**src/sv/color_alpha_gradient_lerp_assert.svh**
```systemverilog
`ifndef COLOR_ALPHA_GRADIENT_LERP_ASSERT_SVH
`define COLOR_ALPHA_GRADIENT_LERP_ASSERT_SVH

// Check on every rising edge outside reset.
`define CAGL_ASSERT(lbl, prop, msg) \
  lbl: assert property (@(posedge clk) disable iff (!rst_n) prop) else $error(msg);

// Check on every rising edge, reset cycles included.
`define CAGL_ASSERT_ALWAYS(lbl, prop, msg) \
  lbl: assert property (@(posedge clk) prop) else $error(msg);

`endif

```
**src/sv/cagl_pkg.sv**
```systemverilog
package cagl_pkg;

  localparam int MAX_KEYS   = 8;
  localparam int KEY_IDX_W  = $clog2(MAX_KEYS);
  localparam int KEY_CNT_W  = $clog2(MAX_KEYS + 1);

  localparam int VAL_W      = 16;
  localparam int RGB_W      = 3 * VAL_W;
  localparam int MODE_W     = 2;
  localparam int SLOT_W     = 3;
  localparam int CFG_IDX_W  = 2;
  localparam int CFG_DATA_W = 4;

  localparam int NUM_CH     = 4;
  localparam int CH_W       = $clog2(NUM_CH);
  localparam int CH_CNT_W   = $clog2(NUM_CH + 1);

  localparam logic [VAL_W-1:0]     VAL_ONE         = '1;
  localparam logic [CH_W-1:0]      CH_ALPHA        = CH_W'(NUM_CH - 1);

  localparam logic [MODE_W-1:0]    MODE_WR_COLOR   = 2'd0;
  localparam logic [MODE_W-1:0]    MODE_WR_ALPHA   = 2'd1;
  localparam logic [MODE_W-1:0]    MODE_EVAL       = 2'd2;

  localparam logic [CFG_IDX_W-1:0] CFG_COLOR_COUNT = 2'd0;
  localparam logic [CFG_IDX_W-1:0] CFG_ALPHA_COUNT = 2'd1;

  typedef enum logic [2:0] {
    ST_IDLE,
    ST_SCAN,
    ST_PICK,
    ST_DIV,
    ST_BLEND,
    ST_DONE
  } state_t;

  typedef struct packed {
    logic             valid;
    logic [CH_W-1:0]  tag;
    logic [VAL_W-1:0] a;
    logic [VAL_W-1:0] b;
    logic [VAL_W-1:0] f;
  } blend_req_t;

  typedef struct packed {
    logic             valid;
    logic [CH_W-1:0]  tag;
    logic [VAL_W-1:0] value;
  } blend_res_t;

  // Saturate a programmed key count to the table depth.
  function automatic logic [KEY_CNT_W-1:0] clamp_count(input logic [CFG_DATA_W-1:0] c);
    if (32'(c) > MAX_KEYS) begin
      return KEY_CNT_W'(MAX_KEYS);
    end
    return KEY_CNT_W'(c);
  endfunction

endpackage

```
**src/sv/color_alpha_gradient_lerp.sv**
```systemverilog
// Key writes: one per cycle while idle, stored at the edge that takes them; no result.
// Evaluation: a key scan of both tables, a divider run when a table interpolates,
// then the shared blend over all four channels, and the result into the output register.
// One evaluation at a time; no new item is taken until its result is loaded.
// Reset (rst_n low, synchronous) clears the state machine, key counts and result valid;
// key tables are not cleared and hold garbage until written.
module color_alpha_gradient_lerp (
  input  logic                              clk,
  input  logic                              rst_n,

  input  logic                              in_valid,
  output logic                              in_stall,
  input  logic [cagl_pkg::MODE_W-1:0]       in_mode,
  input  logic [cagl_pkg::SLOT_W-1:0]       in_key_slot,
  input  logic [cagl_pkg::VAL_W-1:0]        in_key_time,
  input  logic [cagl_pkg::VAL_W-1:0]        in_key_red,
  input  logic [cagl_pkg::VAL_W-1:0]        in_key_green,
  input  logic [cagl_pkg::VAL_W-1:0]        in_key_blue,
  input  logic [cagl_pkg::VAL_W-1:0]        in_key_alpha,
  input  logic [cagl_pkg::VAL_W-1:0]        in_sample_time,

  output logic                              out_valid,
  input  logic                              out_stall,
  output logic [cagl_pkg::VAL_W-1:0]        out_red,
  output logic [cagl_pkg::VAL_W-1:0]        out_green,
  output logic [cagl_pkg::VAL_W-1:0]        out_blue,
  output logic [cagl_pkg::VAL_W-1:0]        out_alpha,

  input  logic                              cfg_valid,
  output logic                              cfg_ready,
  input  logic [cagl_pkg::CFG_IDX_W-1:0]    cfg_index,
  input  logic [cagl_pkg::CFG_DATA_W-1:0]   cfg_data
);

  import cagl_pkg::*;

  `include "color_alpha_gradient_lerp_assert.svh"

  localparam int C_MEM_W = VAL_W + RGB_W;
  localparam int A_MEM_W = 2 * VAL_W;

  // ---------------------------------------------------------------------------
  // Control state
  // ---------------------------------------------------------------------------
  state_t state_r, state_nxt;

  logic [CFG_DATA_W-1:0] color_count_r;
  logic [CFG_DATA_W-1:0] alpha_count_r;

  logic in_xfer;
  logic key_slot_ok;
  logic c_we;
  logic a_we;
  logic eval_xfer;

  // Outputs of the control decode.
  logic scan_issue;
  logic c_div_start;
  logic a_div_start;
  logic blend_issue;
  logic out_load;

  // ---------------------------------------------------------------------------
  // Key tables: color {time, red, green, blue}, alpha {time, alpha}.
  // Writes land only while idle and reads only during the scan, so a read
  // never races a write to the same slot.
  // ---------------------------------------------------------------------------
  logic [KEY_IDX_W-1:0] wr_addr;
  logic [KEY_IDX_W-1:0] rd_addr;
  logic [C_MEM_W-1:0]   c_rdata;
  logic [A_MEM_W-1:0]   a_rdata;

  assign in_xfer     = in_valid && !in_stall;
  assign key_slot_ok = 32'(in_key_slot) < MAX_KEYS;
  assign c_we        = in_xfer && (in_mode == MODE_WR_COLOR) && key_slot_ok;
  assign a_we        = in_xfer && (in_mode == MODE_WR_ALPHA) && key_slot_ok;
  assign eval_xfer   = in_xfer && (in_mode == MODE_EVAL);
  assign wr_addr     = KEY_IDX_W'(in_key_slot);

  cagl_ram #(
    .WIDTH (C_MEM_W),
    .DEPTH (MAX_KEYS)
  ) u_color_ram (
    .clk   (clk),
    .we    (c_we),
    .waddr (wr_addr),
    .wdata ({in_key_time, in_key_red, in_key_green, in_key_blue}),
    .raddr (rd_addr),
    .rdata (c_rdata)
  );

  cagl_ram #(
    .WIDTH (A_MEM_W),
    .DEPTH (MAX_KEYS)
  ) u_alpha_ram (
    .clk   (clk),
    .we    (a_we),
    .waddr (wr_addr),
    .wdata ({in_key_time, in_key_alpha}),
    .raddr (rd_addr),
    .rdata (a_rdata)
  );

  // ---------------------------------------------------------------------------
  // Configuration: key counts, written whenever offered.
  // ---------------------------------------------------------------------------
  assign cfg_ready = 1'b1;

  always_ff @(posedge clk) begin
    if (!rst_n) begin
      color_count_r <= '0;
      alpha_count_r <= '0;
    end else if (cfg_valid && cfg_ready) begin
      unique case (cfg_index)
        CFG_COLOR_COUNT: color_count_r <= cfg_data;
        CFG_ALPHA_COUNT: alpha_count_r <= cfg_data;
        default: ;
      endcase
    end
  end

  // ---------------------------------------------------------------------------
  // Scan: step one slot per cycle through both tables at once. Read data
  // comes back in the next cycle and is checked against the sample time.
  // Strict compares keep the lower slot on equal key times.
  // ---------------------------------------------------------------------------
  logic [VAL_W-1:0]     t_r;
  logic [KEY_CNT_W-1:0] c_cnt_r;
  logic [KEY_CNT_W-1:0] a_cnt_r;
  logic [KEY_CNT_W-1:0] rd_idx_r;
  logic                 chk_vld_r;
  logic [KEY_CNT_W-1:0] chk_idx_r;

  logic                 c_has_lo_r, c_has_hi_r;
  logic [VAL_W-1:0]     c_lo_time_r, c_hi_time_r;
  logic [RGB_W-1:0]     c_lo_val_r, c_hi_val_r;
  logic                 a_has_lo_r, a_has_hi_r;
  logic [VAL_W-1:0]     a_lo_time_r, a_hi_time_r;
  logic [VAL_W-1:0]     a_lo_val_r, a_hi_val_r;

  logic [VAL_W-1:0]     c_rd_time;
  logic [RGB_W-1:0]     c_rd_val;
  logic [VAL_W-1:0]     a_rd_time;
  logic [VAL_W-1:0]     a_rd_val;
  logic                 c_chk, a_chk;
  logic                 c_lo_upd, c_hi_upd, a_lo_upd, a_hi_upd;

  assign rd_addr   = rd_idx_r[KEY_IDX_W-1:0];
  assign c_rd_time = c_rdata[RGB_W +: VAL_W];
  assign c_rd_val  = c_rdata[RGB_W-1:0];
  assign a_rd_time = a_rdata[VAL_W +: VAL_W];
  assign a_rd_val  = a_rdata[VAL_W-1:0];

  assign c_chk    = chk_vld_r && (chk_idx_r < c_cnt_r);
  assign a_chk    = chk_vld_r && (chk_idx_r < a_cnt_r);
  assign c_lo_upd = c_chk && (c_rd_time <= t_r) && (!c_has_lo_r || (c_rd_time > c_lo_time_r));
  assign c_hi_upd = c_chk && (c_rd_time >= t_r) && (!c_has_hi_r || (c_rd_time < c_hi_time_r));
  assign a_lo_upd = a_chk && (a_rd_time <= t_r) && (!a_has_lo_r || (a_rd_time > a_lo_time_r));
  assign a_hi_upd = a_chk && (a_rd_time >= t_r) && (!a_has_hi_r || (a_rd_time < a_hi_time_r));

  always_ff @(posedge clk) begin
    if (eval_xfer) begin
      t_r        <= in_sample_time;
      c_cnt_r    <= clamp_count(color_count_r);
      a_cnt_r    <= clamp_count(alpha_count_r);
      rd_idx_r   <= '0;
      c_has_lo_r <= 1'b0;
      c_has_hi_r <= 1'b0;
      a_has_lo_r <= 1'b0;
      a_has_hi_r <= 1'b0;
    end else begin
      if (scan_issue) begin
        rd_idx_r <= rd_idx_r + 1'b1;
      end
      if (c_lo_upd) begin
        c_has_lo_r  <= 1'b1;
        c_lo_time_r <= c_rd_time;
        c_lo_val_r  <= c_rd_val;
      end
      if (c_hi_upd) begin
        c_has_hi_r  <= 1'b1;
        c_hi_time_r <= c_rd_time;
        c_hi_val_r  <= c_rd_val;
      end
      if (a_lo_upd) begin
        a_has_lo_r  <= 1'b1;
        a_lo_time_r <= a_rd_time;
        a_lo_val_r  <= a_rd_val;
      end
      if (a_hi_upd) begin
        a_has_hi_r  <= 1'b1;
        a_hi_time_r <= a_rd_time;
        a_hi_val_r  <= a_rd_val;
      end
    end
  end

  always_ff @(posedge clk) begin
    if (!rst_n) begin
      chk_vld_r <= 1'b0;
    end else begin
      chk_vld_r <= scan_issue;
    end
  end

  always_ff @(posedge clk) begin
    chk_idx_r <= rd_idx_r;
  end

  // ---------------------------------------------------------------------------
  // Pick: choose blend endpoints per table. Empty table gives 1.0; a time
  // before all keys takes the upper key; after all keys or on equal bracket
  // times take the lower key; otherwise interpolate and start the divider.
  // ---------------------------------------------------------------------------
  logic             c_interp, a_interp;
  logic [RGB_W-1:0] c_a_sel, c_b_sel;
  logic [VAL_W-1:0] a_a_sel, a_b_sel;
  logic [RGB_W-1:0] c_a_r, c_b_r;
  logic [VAL_W-1:0] a_a_r, a_b_r;
  logic             c_interp_r, a_interp_r;

  always_comb begin
    c_interp = 1'b0;
    c_a_sel  = c_lo_val_r;
    c_b_sel  = c_lo_val_r;
    priority if (c_cnt_r == '0) begin
      c_a_sel = {3{VAL_ONE}};
      c_b_sel = {3{VAL_ONE}};
    end else if (!c_has_lo_r) begin
      c_a_sel = c_hi_val_r;
      c_b_sel = c_hi_val_r;
    end else if (!c_has_hi_r || (c_lo_time_r == c_hi_time_r)) begin
      c_a_sel = c_lo_val_r;
      c_b_sel = c_lo_val_r;
    end else begin
      c_interp = 1'b1;
      c_a_sel  = c_lo_val_r;
      c_b_sel  = c_hi_val_r;
    end
  end

  always_comb begin
    a_interp = 1'b0;
    a_a_sel  = a_lo_val_r;
    a_b_sel  = a_lo_val_r;
    priority if (a_cnt_r == '0) begin
      a_a_sel = VAL_ONE;
      a_b_sel = VAL_ONE;
    end else if (!a_has_lo_r) begin
      a_a_sel = a_hi_val_r;
      a_b_sel = a_hi_val_r;
    end else if (!a_has_hi_r || (a_lo_time_r == a_hi_time_r)) begin
      a_a_sel = a_lo_val_r;
      a_b_sel = a_lo_val_r;
    end else begin
      a_interp = 1'b1;
      a_a_sel  = a_lo_val_r;
      a_b_sel  = a_hi_val_r;
    end
  end

  always_ff @(posedge clk) begin
    if (state_r == ST_PICK) begin
      c_a_r      <= c_a_sel;
      c_b_r      <= c_b_sel;
      a_a_r      <= a_a_sel;
      a_b_r      <= a_b_sel;
      c_interp_r <= c_interp;
      a_interp_r <= a_interp;
    end
  end

  // ---------------------------------------------------------------------------
  // Fractions: one divider per table, run side by side.
  // ---------------------------------------------------------------------------
  logic             c_div_busy, a_div_busy;
  logic [VAL_W-1:0] c_quot, a_quot;
  logic [VAL_W-1:0] c_frac, a_frac;

  cagl_div u_color_div (
    .clk   (clk),
    .rst_n (rst_n),
    .start (c_div_start),
    .num   (t_r - c_lo_time_r),
    .den   (c_hi_time_r - c_lo_time_r),
    .busy  (c_div_busy),
    .quot  (c_quot)
  );

  cagl_div u_alpha_div (
    .clk   (clk),
    .rst_n (rst_n),
    .start (a_div_start),
    .num   (t_r - a_lo_time_r),
    .den   (a_hi_time_r - a_lo_time_r),
    .busy  (a_div_busy),
    .quot  (a_quot)
  );

  // Non-interpolating tables blend with a zero fraction, which passes a through.
  assign c_frac = c_interp_r ? c_quot : '0;
  assign a_frac = a_interp_r ? a_quot : '0;

  // ---------------------------------------------------------------------------
  // Blend: feed red, green, blue, alpha through the shared blend unit.
  // ---------------------------------------------------------------------------
  logic [CH_CNT_W-1:0] ch_r;
  logic [CH_W-1:0]     ch;
  blend_req_t          blend_req;
  blend_res_t          blend_res;
  logic [VAL_W-1:0]    res_r [NUM_CH];

  assign ch = ch_r[CH_W-1:0];

  always_comb begin
    blend_req.valid = blend_issue;
    blend_req.tag   = ch;
    blend_req.f     = (ch == CH_ALPHA) ? a_frac : c_frac;
    if (ch == CH_ALPHA) begin
      blend_req.a = a_a_r;
      blend_req.b = a_b_r;
    end else begin
      // Channel 0 is red, in the top field of the packed color.
      blend_req.a = c_a_r[RGB_W - VAL_W * (32'(ch) + 1) +: VAL_W];
      blend_req.b = c_b_r[RGB_W - VAL_W * (32'(ch) + 1) +: VAL_W];
    end
  end

  cagl_blend u_blend (
    .clk   (clk),
    .rst_n (rst_n),
    .req   (blend_req),
    .res   (blend_res)
  );

  always_ff @(posedge clk) begin
    if (state_r != ST_BLEND) begin
      ch_r <= '0;
    end else if (blend_issue) begin
      ch_r <= ch_r + 1'b1;
    end
  end

  always_ff @(posedge clk) begin
    if (blend_res.valid) begin
      res_r[blend_res.tag] <= blend_res.value;
    end
  end

  // ---------------------------------------------------------------------------
  // State machine
  // ---------------------------------------------------------------------------
  always_comb begin
    state_nxt = state_r;
    unique case (state_r)
      ST_IDLE: begin
        if (eval_xfer) begin
          state_nxt = ST_SCAN;
        end
      end
      ST_SCAN: begin
        if ((32'(rd_idx_r) == MAX_KEYS) && !chk_vld_r) begin
          state_nxt = ST_PICK;
        end
      end
      ST_PICK: begin
        state_nxt = ST_DIV;
      end
      ST_DIV: begin
        if (!c_div_busy && !a_div_busy) begin
          state_nxt = ST_BLEND;
        end
      end
      ST_BLEND: begin
        if (blend_res.valid && (blend_res.tag == CH_ALPHA)) begin
          state_nxt = ST_DONE;
        end
      end
      ST_DONE: begin
        if (out_load) begin
          state_nxt = ST_IDLE;
        end
      end
      default: state_nxt = ST_IDLE;
    endcase
  end

  always_comb begin
    in_stall    = (state_r != ST_IDLE);
    scan_issue  = (state_r == ST_SCAN) && (32'(rd_idx_r) < MAX_KEYS);
    c_div_start = (state_r == ST_PICK) && c_interp;
    a_div_start = (state_r == ST_PICK) && a_interp;
    blend_issue = (state_r == ST_BLEND) && (32'(ch_r) < NUM_CH);
    out_load    = (state_r == ST_DONE) && (!out_valid_r || !out_stall);
  end

  always_ff @(posedge clk) begin
    if (!rst_n) begin
      state_r <= ST_IDLE;
    end else begin
      state_r <= state_nxt;
    end
  end

  // ---------------------------------------------------------------------------
  // Output register: hold a stalled result, let the next item in meanwhile.
  // ---------------------------------------------------------------------------
  logic             out_valid_r, out_valid_nxt;
  logic [VAL_W-1:0] out_red_r, out_green_r, out_blue_r, out_alpha_r;

  always_comb begin
    out_valid_nxt = out_valid_r && out_stall;
    if (out_load) begin
      out_valid_nxt = 1'b1;
    end
  end

  always_ff @(posedge clk) begin
    if (!rst_n) begin
      out_valid_r <= 1'b0;
    end else begin
      out_valid_r <= out_valid_nxt;
    end
  end

  always_ff @(posedge clk) begin
    if (out_load) begin
      out_red_r   <= res_r[0];
      out_green_r <= res_r[1];
      out_blue_r  <= res_r[2];
      out_alpha_r <= res_r[CH_ALPHA];
    end
  end

  assign out_valid = out_valid_r;
  assign out_red   = out_red_r;
  assign out_green = out_green_r;
  assign out_blue  = out_blue_r;
  assign out_alpha = out_alpha_r;

  // ---------------------------------------------------------------------------
  // Assertions
  // ---------------------------------------------------------------------------
  `CAGL_ASSERT(a_eval_starts_scan, eval_xfer |=> (state_r == ST_SCAN), "evaluate transfer did not start the scan")
  `CAGL_ASSERT(a_out_from_done, $rose(out_valid) |-> ($past(state_r) == ST_DONE), "result raised outside the done state")
  `CAGL_ASSERT(a_div_only_in_div, (state_r != ST_DIV) |-> (!c_div_busy && !a_div_busy), "divider busy outside the divide state")
  `CAGL_ASSERT(a_blend_in_blend, blend_res.valid |-> (state_r == ST_BLEND), "blend result outside the blend state")
  `CAGL_ASSERT_ALWAYS(a_reset_clears, !rst_n |=> ((state_r == ST_IDLE) && !out_valid), "reset left control state set")

endmodule

```
**src/sv/cagl_ram.sv**
```systemverilog
module cagl_ram #(
  parameter int WIDTH = 16,
  parameter int DEPTH = 8
) (
  input  logic                     clk,
  input  logic                     we,
  input  logic [$clog2(DEPTH)-1:0] waddr,
  input  logic [WIDTH-1:0]         wdata,
  input  logic [$clog2(DEPTH)-1:0] raddr,
  output logic [WIDTH-1:0]         rdata
);

  logic [WIDTH-1:0] mem [DEPTH];
  logic [WIDTH-1:0] rdata_r;

  always_ff @(posedge clk) begin
    if (we) begin
      mem[waddr] <= wdata;
    end
  end

  always_ff @(posedge clk) begin
    rdata_r <= mem[raddr];
  end

  assign rdata = rdata_r;

endmodule

```
**src/sv/cagl_div.sv**
```systemverilog
module cagl_div (
  input  logic                      clk,
  input  logic                      rst_n,
  input  logic                      start,
  input  logic [cagl_pkg::VAL_W-1:0] num,
  input  logic [cagl_pkg::VAL_W-1:0] den,
  output logic                      busy,
  output logic [cagl_pkg::VAL_W-1:0] quot
);

  import cagl_pkg::*;

  localparam int STEP_W = $clog2(VAL_W);

  // Restoring division of (num << VAL_W) by den, one quotient bit a cycle.
  // num < den, so the remainder never needs more than VAL_W + 1 bits.
  logic              busy_r,  busy_nxt;
  logic [STEP_W-1:0] step_r,  step_nxt;
  logic [VAL_W:0]    rem_r,   rem_nxt;
  logic [VAL_W-1:0]  den_r,   den_nxt;
  logic [VAL_W-1:0]  quot_r,  quot_nxt;
  logic [VAL_W:0]    shifted;
  logic              fits;

  assign shifted = {rem_r[VAL_W-1:0], 1'b0};
  assign fits    = shifted >= {1'b0, den_r};

  always_comb begin
    busy_nxt = busy_r;
    step_nxt = step_r;
    rem_nxt  = rem_r;
    den_nxt  = den_r;
    quot_nxt = quot_r;
    if (start) begin
      busy_nxt = 1'b1;
      step_nxt = '0;
      rem_nxt  = {1'b0, num};
      den_nxt  = den;
    end else if (busy_r) begin
      rem_nxt  = fits ? (shifted - {1'b0, den_r}) : shifted;
      quot_nxt = {quot_r[VAL_W-2:0], fits};
      step_nxt = step_r + 1'b1;
      if (step_r == STEP_W'(VAL_W - 1)) begin
        busy_nxt = 1'b0;
      end
    end
  end

  always_ff @(posedge clk) begin
    if (!rst_n) begin
      busy_r <= 1'b0;
      step_r <= '0;
    end else begin
      busy_r <= busy_nxt;
      step_r <= step_nxt;
    end
  end

  always_ff @(posedge clk) begin
    rem_r  <= rem_nxt;
    den_r  <= den_nxt;
    quot_r <= quot_nxt;
  end

  assign busy = busy_r;
  assign quot = quot_r;

endmodule

```
**src/sv/cagl_blend.sv**
```systemverilog
module cagl_blend (
  input  logic                   clk,
  input  logic                   rst_n,
  input  cagl_pkg::blend_req_t   req,
  output cagl_pkg::blend_res_t   res
);

  import cagl_pkg::*;

  localparam int PROD_W = 2 * (VAL_W + 1);

  // Stage 1: signed difference times fraction. Stage 2: add the floored step.
  logic signed [VAL_W:0]    diff;
  logic signed [VAL_W:0]    frac;
  logic signed [PROD_W-1:0] prod;

  logic                     s1_valid_r;
  logic [CH_W-1:0]          s1_tag_r;
  logic [VAL_W-1:0]         s1_a_r;
  logic signed [PROD_W-1:0] s1_prod_r;

  logic signed [PROD_W-VAL_W-1:0] step;
  logic [PROD_W-VAL_W-1:0]        sum;

  logic                     s2_valid_r;
  logic [CH_W-1:0]          s2_tag_r;
  logic [VAL_W-1:0]         s2_value_r;

  assign diff = $signed({1'b0, req.b}) - $signed({1'b0, req.a});
  assign frac = $signed({1'b0, req.f});
  assign prod = diff * frac;

  // Arithmetic shift keeps floor semantics for negative products.
  assign step = s1_prod_r[PROD_W-1:VAL_W];
  assign sum  = (PROD_W - VAL_W)'(s1_a_r) + step;

  always_ff @(posedge clk) begin
    if (!rst_n) begin
      s1_valid_r <= 1'b0;
      s2_valid_r <= 1'b0;
    end else begin
      s1_valid_r <= req.valid;
      s2_valid_r <= s1_valid_r;
    end
  end

  always_ff @(posedge clk) begin
    s1_tag_r   <= req.tag;
    s1_a_r     <= req.a;
    s1_prod_r  <= prod;
    s2_tag_r   <= s1_tag_r;
    s2_value_r <= sum[VAL_W-1:0];
  end

  assign res.valid = s2_valid_r;
  assign res.tag   = s2_tag_r;
  assign res.value = s2_value_r;

endmodule

```
**config.mk**
```make
export PLATFORM = sky130hd
export DESIGN_NAME = color_alpha_gradient_lerp
export DESIGN_NICKNAME = d
export VERILOG_FILES = /design/src/sv/cagl_pkg.sv /design/src/sv/color_alpha_gradient_lerp.sv /design/src/sv/cagl_ram.sv /design/src/sv/cagl_div.sv /design/src/sv/cagl_blend.sv
export VERILOG_INCLUDE_DIRS = /design/src /design/src/sv
export SDC_FILE = /design/constraint.sdc
export NUM_CORES = 2
export LEC_CHECK = 0
export ABC_AREA = 1
export BUFFER_PORTS_ARGS = -buffer_cell sky130_fd_sc_hd__buf_2
export CORE_ASPECT_RATIO = 0.9
export CORE_MARGIN = 2
export CORE_UTILIZATION = 30
export CTS_BUF_LIST = sky130_fd_sc_hd__clkbuf_8
export DETAILED_ROUTE_END_ITERATION = 12
export GPL_TIMING_DRIVEN = 0
export PLACE_DENSITY_LB_ADDON = 0.3
export SLEW_MARGIN = 30
export SYNTH_ARGS = -nofsm -noshare
export SYNTH_HDL_FRONTEND = slang
export SYNTH_HIERARCHICAL = 1
export SYNTH_SLANG_ARGS = --single-unit
```
**constraint.sdc**
```tcl
create_clock -name clk -period 9.6 [get_ports clk]
set_clock_uncertainty 0.15 [all_clocks]
set_input_delay 1.44 -clock clk [delete_from_list [all_inputs] [get_ports clk]]
set_output_delay 1.44 -clock clk [all_outputs]
set_load 0.02 [all_outputs]
```
## After elaboration in Yosys (flattened, before gate mapping)

Memory sizes are Yosys's and may differ from the RTL's. A register that Yosys moved wholly into a read port is not among the register bits.
Index checks and enable logic that the tools add are counted.
Widths: inputs -> output; s select.

| word-level totals | value |
|---|---|
| memory bits (writable) | 832 |
| output and inout port bits | 67 |
| input bits | 112 |
| memories kept | 3 |
| bits in registers | 550 |
| word-level logic and storage cells | 215 |

Memory list:

| name | words | width | read ports | clocked after Yosys merged registers in | wr ports | RTL line | RTL |
|---|---|---|---|---|---|---|---|
| u_color_ram.mem | 8 | 64 | 1 | 1 | 1 | cagl_ram.sv:13 | `logic [WIDTH-1:0] mem [DEPTH];` |
| u_alpha_ram.mem | 8 | 32 | 1 | 1 | 1 | cagl_ram.sv:13 |  |
| res_r | 4 | 16 | 4 | 4 | 1 | color_alpha_gradient_lerp.sv:311 | `logic [VAL_W-1:0] res_r [NUM_CH];` |

| cells by class | value |
|---|---|
| order comparisons | 16 |
| bitwise operators | 4 |
| equality and inequality tests | 21 |
| shifts and indexed selects | 2 |
| add/subtract/negate cells | 14 |
| muxes and demuxes | 49 |
| multiply operators | 1 |
| reductions and logical operators | 59 |

Operator list:

| operator | number |
|---|---|
| $mux 16 | 12 |
| $mux 48 | 3 |
| $shiftx 48x33->16 | 2 |
| $sub 16x16->16 | 6 |
| $ge 17x16->1 | 2 |
| $eq 16x16->1 | 2 |
| $ge 16x16->1 | 2 |
| $gt 16x16->1 | 2 |
| $le 16x16->1 | 2 |
| $lt 16x16->1 | 2 |
| $mul 17x17->32 | 1 |
| $mux 32 | 1 |
| $logic_and 1x1->1 | 23 |
| $mux 1 | 23 |
| $pmux 3 s6 | 1 |
| $sub 16x16->17 | 1 |
| $add 16x16->16 | 1 |
| $mux 4 | 4 |
| $reduce_and 2->1 | 8 |
| $mux 3 | 5 |
| $add 4x1->4 const B | 3 |
| $eq 4x4->1 const B | 3 |
| $logic_not 1->1 | 10 |
| $ne 2x2->1 const B | 5 |
| 22 further kinds | 42 |

## Logic depth before layout (Yosys ltp)

| logic depth | value |
|---|---|
| word-level depth | 8 |
| depth in mapped cells | 43 |
| depth with buffers taken out | 41 |

## Hierarchy

The synthesis kept the hierarchy.

Modules (own cells, without submodules):

| module | instances | cells an instance | seq. area each (um^2) | area each (um^2) |
|---|---|---|---|---|
| color_alpha_gradient_lerp | 1 | 2,284 | 14,794.2 | 24,260.8 |
| cagl_ram at u_color_ram | 1 | 2,294 | 16,656.0 | 23,657.7 |
| cagl_blend | 1 | 1,715 | 1,081.0 | 13,342.8 |
| cagl_ram at u_alpha_ram | 1 | 1,156 | 8,328.0 | 11,872.6 |
| cagl_div | 2 | 396 | 1,541.5 | 3,304.4 |

## Least setup slack after synthesis

Ideal clock, no wire load.

| path | value |
|---|---|
| kind | reg2reg |
| start point | reg ch_r[0] |
| end point | reg u_blend.s1_prod_r[31] |
| arrival time | 7.401 ns |
| stages on the path, launching flop included | 35 |
| setup slack | 1.937 ns |
| data required time | 9.338 ns |
| clock period less this slack | 7.663 ns |
| path buffers | 3 |
| setup time | 0.112 ns |
| path through | dfxtp_1 ha_1 clkbuf_1 nor2_1 clkbuf_1 a21oi_1 a21oi_1 inv_1 ha_1 nand2_4 inv_1 nand2_1 nand2_1 a21oi_1 nand2_2 buf_2 nor2_1 fa_1 fa_1 fa_1 fa_1 fa_1 inv_1 fa_1 inv_1 ha_1 nand2_1 nor2_1 inv_1 nor4_1 nand2_1 nor2_1 nor2_1 nand3_1 nand2_1 |

RTL lines:

| item | RTL line | RTL |
|---|---|---|
| start, declared | color_alpha_gradient_lerp.sv:307 | `logic [CH_CNT_W-1:0] ch_r;` |
| start signal, assigned | color_alpha_gradient_lerp.sv:340 | `ch_r <= ch_r + 1'b1;` |
| end signal, assigned | cagl_blend.sv:50 | `s1_prod_r <= prod;` |
| end, declared | cagl_blend.sv:20 | `logic signed [PROD_W-1:0] s1_prod_r;` |

==> impl_metrics.json <==
{
  "status": "finished with violations",
  "violations": "DRC",
  "critPathCaptureType": "flop",
  "grt_remaining_overflow": 0,
  "wl_um": 222000,
  "r2r-end": "u_blend/s1_prod_r[31]$_DFF_P_",
  "regToRegSetupSlack_ps": 410,
  "synth.avg_cell_area_um2": 9.68,
  "htreeDepth": 5,
  "hold_path.class": "flop to flop",
  "grt_max_degree": 101,
  "whs_ps": 177,
  "track_usage_pct": 16.2,
  "design.core.area_mm2": 0.264,
  "grt_pass1_wl_um": 336000,
  "cts-root-buf": "clkbuf_8",
  "required_ps": 10170,
  "initial_utilization_pct": 30.2,
  "synthFlopType": "edfxtp_1",
  "ctsHoldBuffers": 0,
  "critPathKind": "flop to flop",
  "reg2reg_depth": 38,
  "crit_path_top_delay_cell": "fa_1",
  "yosysWarnings": 6,
  "clock_sinks": 1526,
  "synth-seq-cells": 1526,
  "drtIter0Drc": 4656,
  "dieArea_mm2": 0.270,
  "setup_viol": 0,
  "grt.busiest_layer": "met2",
  "rows": 179,
  "synth-edff-count": 1338,
  "worst_slew_pin_slew_ps": 933,
  "period_needed_ps": 9190,
  "ys_top_cells_by_area": "edfxtp_1 (50%), nand2_1 (10%), inv_1 (7.5%)",
  "fmax_mhz": 109,
  "syn_inst": 8241,
  "numCtsBuffers": 269,
  "die_w_um": 547,
  "worstReg2RegStart": "ch_r[1]$_SDFFE_PP0P_",
  "die_h_um": 493,
  "max-slew-margin-rel_pct": 37.7,
  "met1_usage_pct": 22.1,
  "synth_area_mm2": 0.0797,
  "grt_use_met3_pct": 3.23,
  "drv_slew": 0,
  "yosys.cell_types.count": 55,
  "via_count": 56500,
  "cp-endpoint": "u_blend/s1_prod_r[31]$_DFF_P_",
  "grt_pass1_vias": 56200,
  "clk_latency_ps": 910,
  "final_antenna_net_count": 0,
  "rsz0062_at_grt": "false",
  "via_per_inst": 4.52,
  "critPathBufInv": 10,
  "antenna_found_initial": 50,
  "drive_gt1_share_pct": 10.4,
  "cts_tree": "done",
  "crit_cells": 38,
  "async_reset_ff_share_pct": 0,
  "drc": 32,
  "max-clock-path-buffers": 4,
  "cp_max_fo": 10,
  "port_buffers": 177,
  "max_stage_delay_ps": 550,
  "fin_nets": 9457,
  "hold_viol_final": 0,
  "io_pins": 179,
  "gp_congestion": 0.910,
  "worst_setup_path_start_kind": "flop",
  "clkTransAtPathRegs_ps": 80,
  "drtPass1Iterations": 13,
  "synth_nets": 8931,
  "dp_hpwl_um": 167000,
  "ys_seq_area_share_pct": 55.1,
  "wl_per_cell_um": 17.7,
  "syn_to_final_growth_pct": 15.8,
  "yosysTopAreaCell": "edfxtp_1",
  "maxCapViolCount": 0,
  "critPathLaunch": "ch_r[1]$_SDFFE_PP0P_",
  "min_period_over_period_pct": 95.7,
  "crit_family": "adder cells",
  "synth_top_area_share_pct": 50.4,
  "crit_arrival_ps": 9750,
  "use_met2_pct": 25.6
}
==> flip-flops by register name, indices dropped and copies added (netlist names), 32 cells and up <==
| signal | count |
|---|---|
| u_alpha_ram/rdata | 32 |
| c_a_r | 48 |
| c_hi_val_r | 48 |
| u_color_ram/mem | 512 |
| res_r | 64 |
| u_alpha_ram/mem | 256 |
| c_b_r | 48 |
| c_lo_val_r | 48 |
| u_color_ram/rdata | 64 |
==> Yosys cell counts, types with 3 or more instances <==
cell type	number
nand4_1	38
ha_1	309
or2_2	6
o21ai_0	173
xnor2_1	28
nand3_1	768
dfxtp_1	188
buf_2	90
edfxtp_1	1338
buf_6	27
xor2_1	67
a21o_1	20
nor3_1	34
nor4_1	7
nand3b_1	24
nor2_2	14
nor2_4	10
buf_4	31
buf_1	19
nand2_4	8
inv_1	1589
clkinv_1	7
o21ai_2	3
or2_1	5
nor2_1	492
nand2_2	39
o21bai_1	10
a21oi_1	239
inv_2	20
o21a_1	38
nand2_1	2171
nand3_2	7
fa_1	269
nor3b_1	4
a21boi_0	5
and2_1	8
a31oi_1	15
clkbuf_1	96
==> cell type report <==
cell class / count / area [um2]
fill: 26800 / 172000
multi-input combinational: 4834 / 28600
tap: 3529 / 4420
antenna: 10 / 25.0
inverter: 1616 / 6070
buffer: 264 / 1480
sequential: 1526 / 43900
timing repair buffer: 256 / 2570
clock buffer: 295 / 4060
clock inverter: 176 / 1100
==> cells by family (layout without fill, tap and decap cells) <==
family / Yosys count / count (layout) / synth area share [%]
compound gates: 518 / 518 / 3.61
simple gates: 3641 / 3641 / 19.2
xor+xnor: 96 / 96 / 1.08
buf+inv: 1881 / 2607 / 9.44
flops: 1526 / 1526 / 55.1
fa+ha+maj: 578 / 578 / 11.6
other cells: 1 / 11 / 0.00470
==> timing repair <==
item	4_1_cts	5_1_grt
buffers inserted	0	5
gates cloned	0	0
gates resized for setup	26	29
pin swaps	0	6
endpoints found under the setup margin	12	12
==> through the flow <==
| stage | setup WS, ps | TNS (ps) | cell area (um2) | utilization, % | instances |
|---|---|---|---|---|---|
| floorplan | 1940 | 0 | 79700 | - | 8241 |
| global placement | -385 | -1810 | 85000 | 32.2 | 11900 |
| detailed placement | -476 | -2660 | 86900 | 32.9 | 12000 |
| CTS | 57.4 | 0 | 92200 | 34.9 | 12500 |
| global route | 2.42 | 0 | 92300 | 34.9 | 12500 |
| finish | 414 | 0 | 92300 | 34.9 | 12500 |
==> worst min path at each step <==
| stage | cells past startpoint | start | to | slack [ps] |
|---|---|---|---|---|
| after floorplan | 0 | u_blend/s1_tag_r[0]$_DFF_P_ | u_blend/s2_tag_r[0]$_DFF_P_ | 160 |
| after CTS | 0 | u_blend/s1_tag_r[0]$_DFF_P_ | u_blend/s2_tag_r[0]$_DFF_P_ | 180 |
| after global placement | 0 | u_blend/s1_tag_r[1]$_DFF_P_ | u_blend/s2_tag_r[1]$_DFF_P_ | 170 |
| after global routing | 0 | u_blend/s1_tag_r[0]$_DFF_P_ | u_blend/s2_tag_r[0]$_DFF_P_ | 180 |
| final | 0 | u_blend/s1_tag_r[0]$_DFF_P_ | u_blend/s2_tag_r[0]$_DFF_P_ | 180 |
| after detailed placement | 0 | u_blend/s1_tag_r[0]$_DFF_P_ | u_blend/s2_tag_r[0]$_DFF_P_ | 160 |
==> layer usage <==
metal  share of wire (%)  wire length (um)
met1                  46            101000
met2                  45             99400
met3                 6.7             14800
met4                 2.8              6300
met5                0.11               253
==> cell usage in the layout (no fill, tap or decap), types with 21 or more instances in the layout <==
| master | count |
|---|---|
| nor2_1 | 464 |
| edfxtp_1 | 1338 |
| a21oi_1 | 222 |
| buf_6 | 27 |
| nand2_2 | 39 |
| fa_1 | 268 |
| buf_16 | 49 |
| nand3_1 | 768 |
| buf_2 | 271 |
| xnor2_1 | 28 |
| dfxtp_1 | 185 |
| ha_1 | 309 |
| buf_4 | 44 |
| nor2_4 | 32 |
| nand4_1 | 38 |
| inv_1 | 1672 |
| clkbuf_1 | 84 |
| inv_2 | 21 |
| nand3b_1 | 24 |
| o21ai_0 | 172 |
| xor2_1 | 67 |
| clkbuf_8 | 295 |
| clkinv_1 | 46 |
| o21a_1 | 38 |
| nor3_1 | 32 |
| nand2_1 | 2171 |
Power is left out: the tool's default activity adds up to more than one toggle a clock period on the data nets, which glitch-free logic cannot reach.
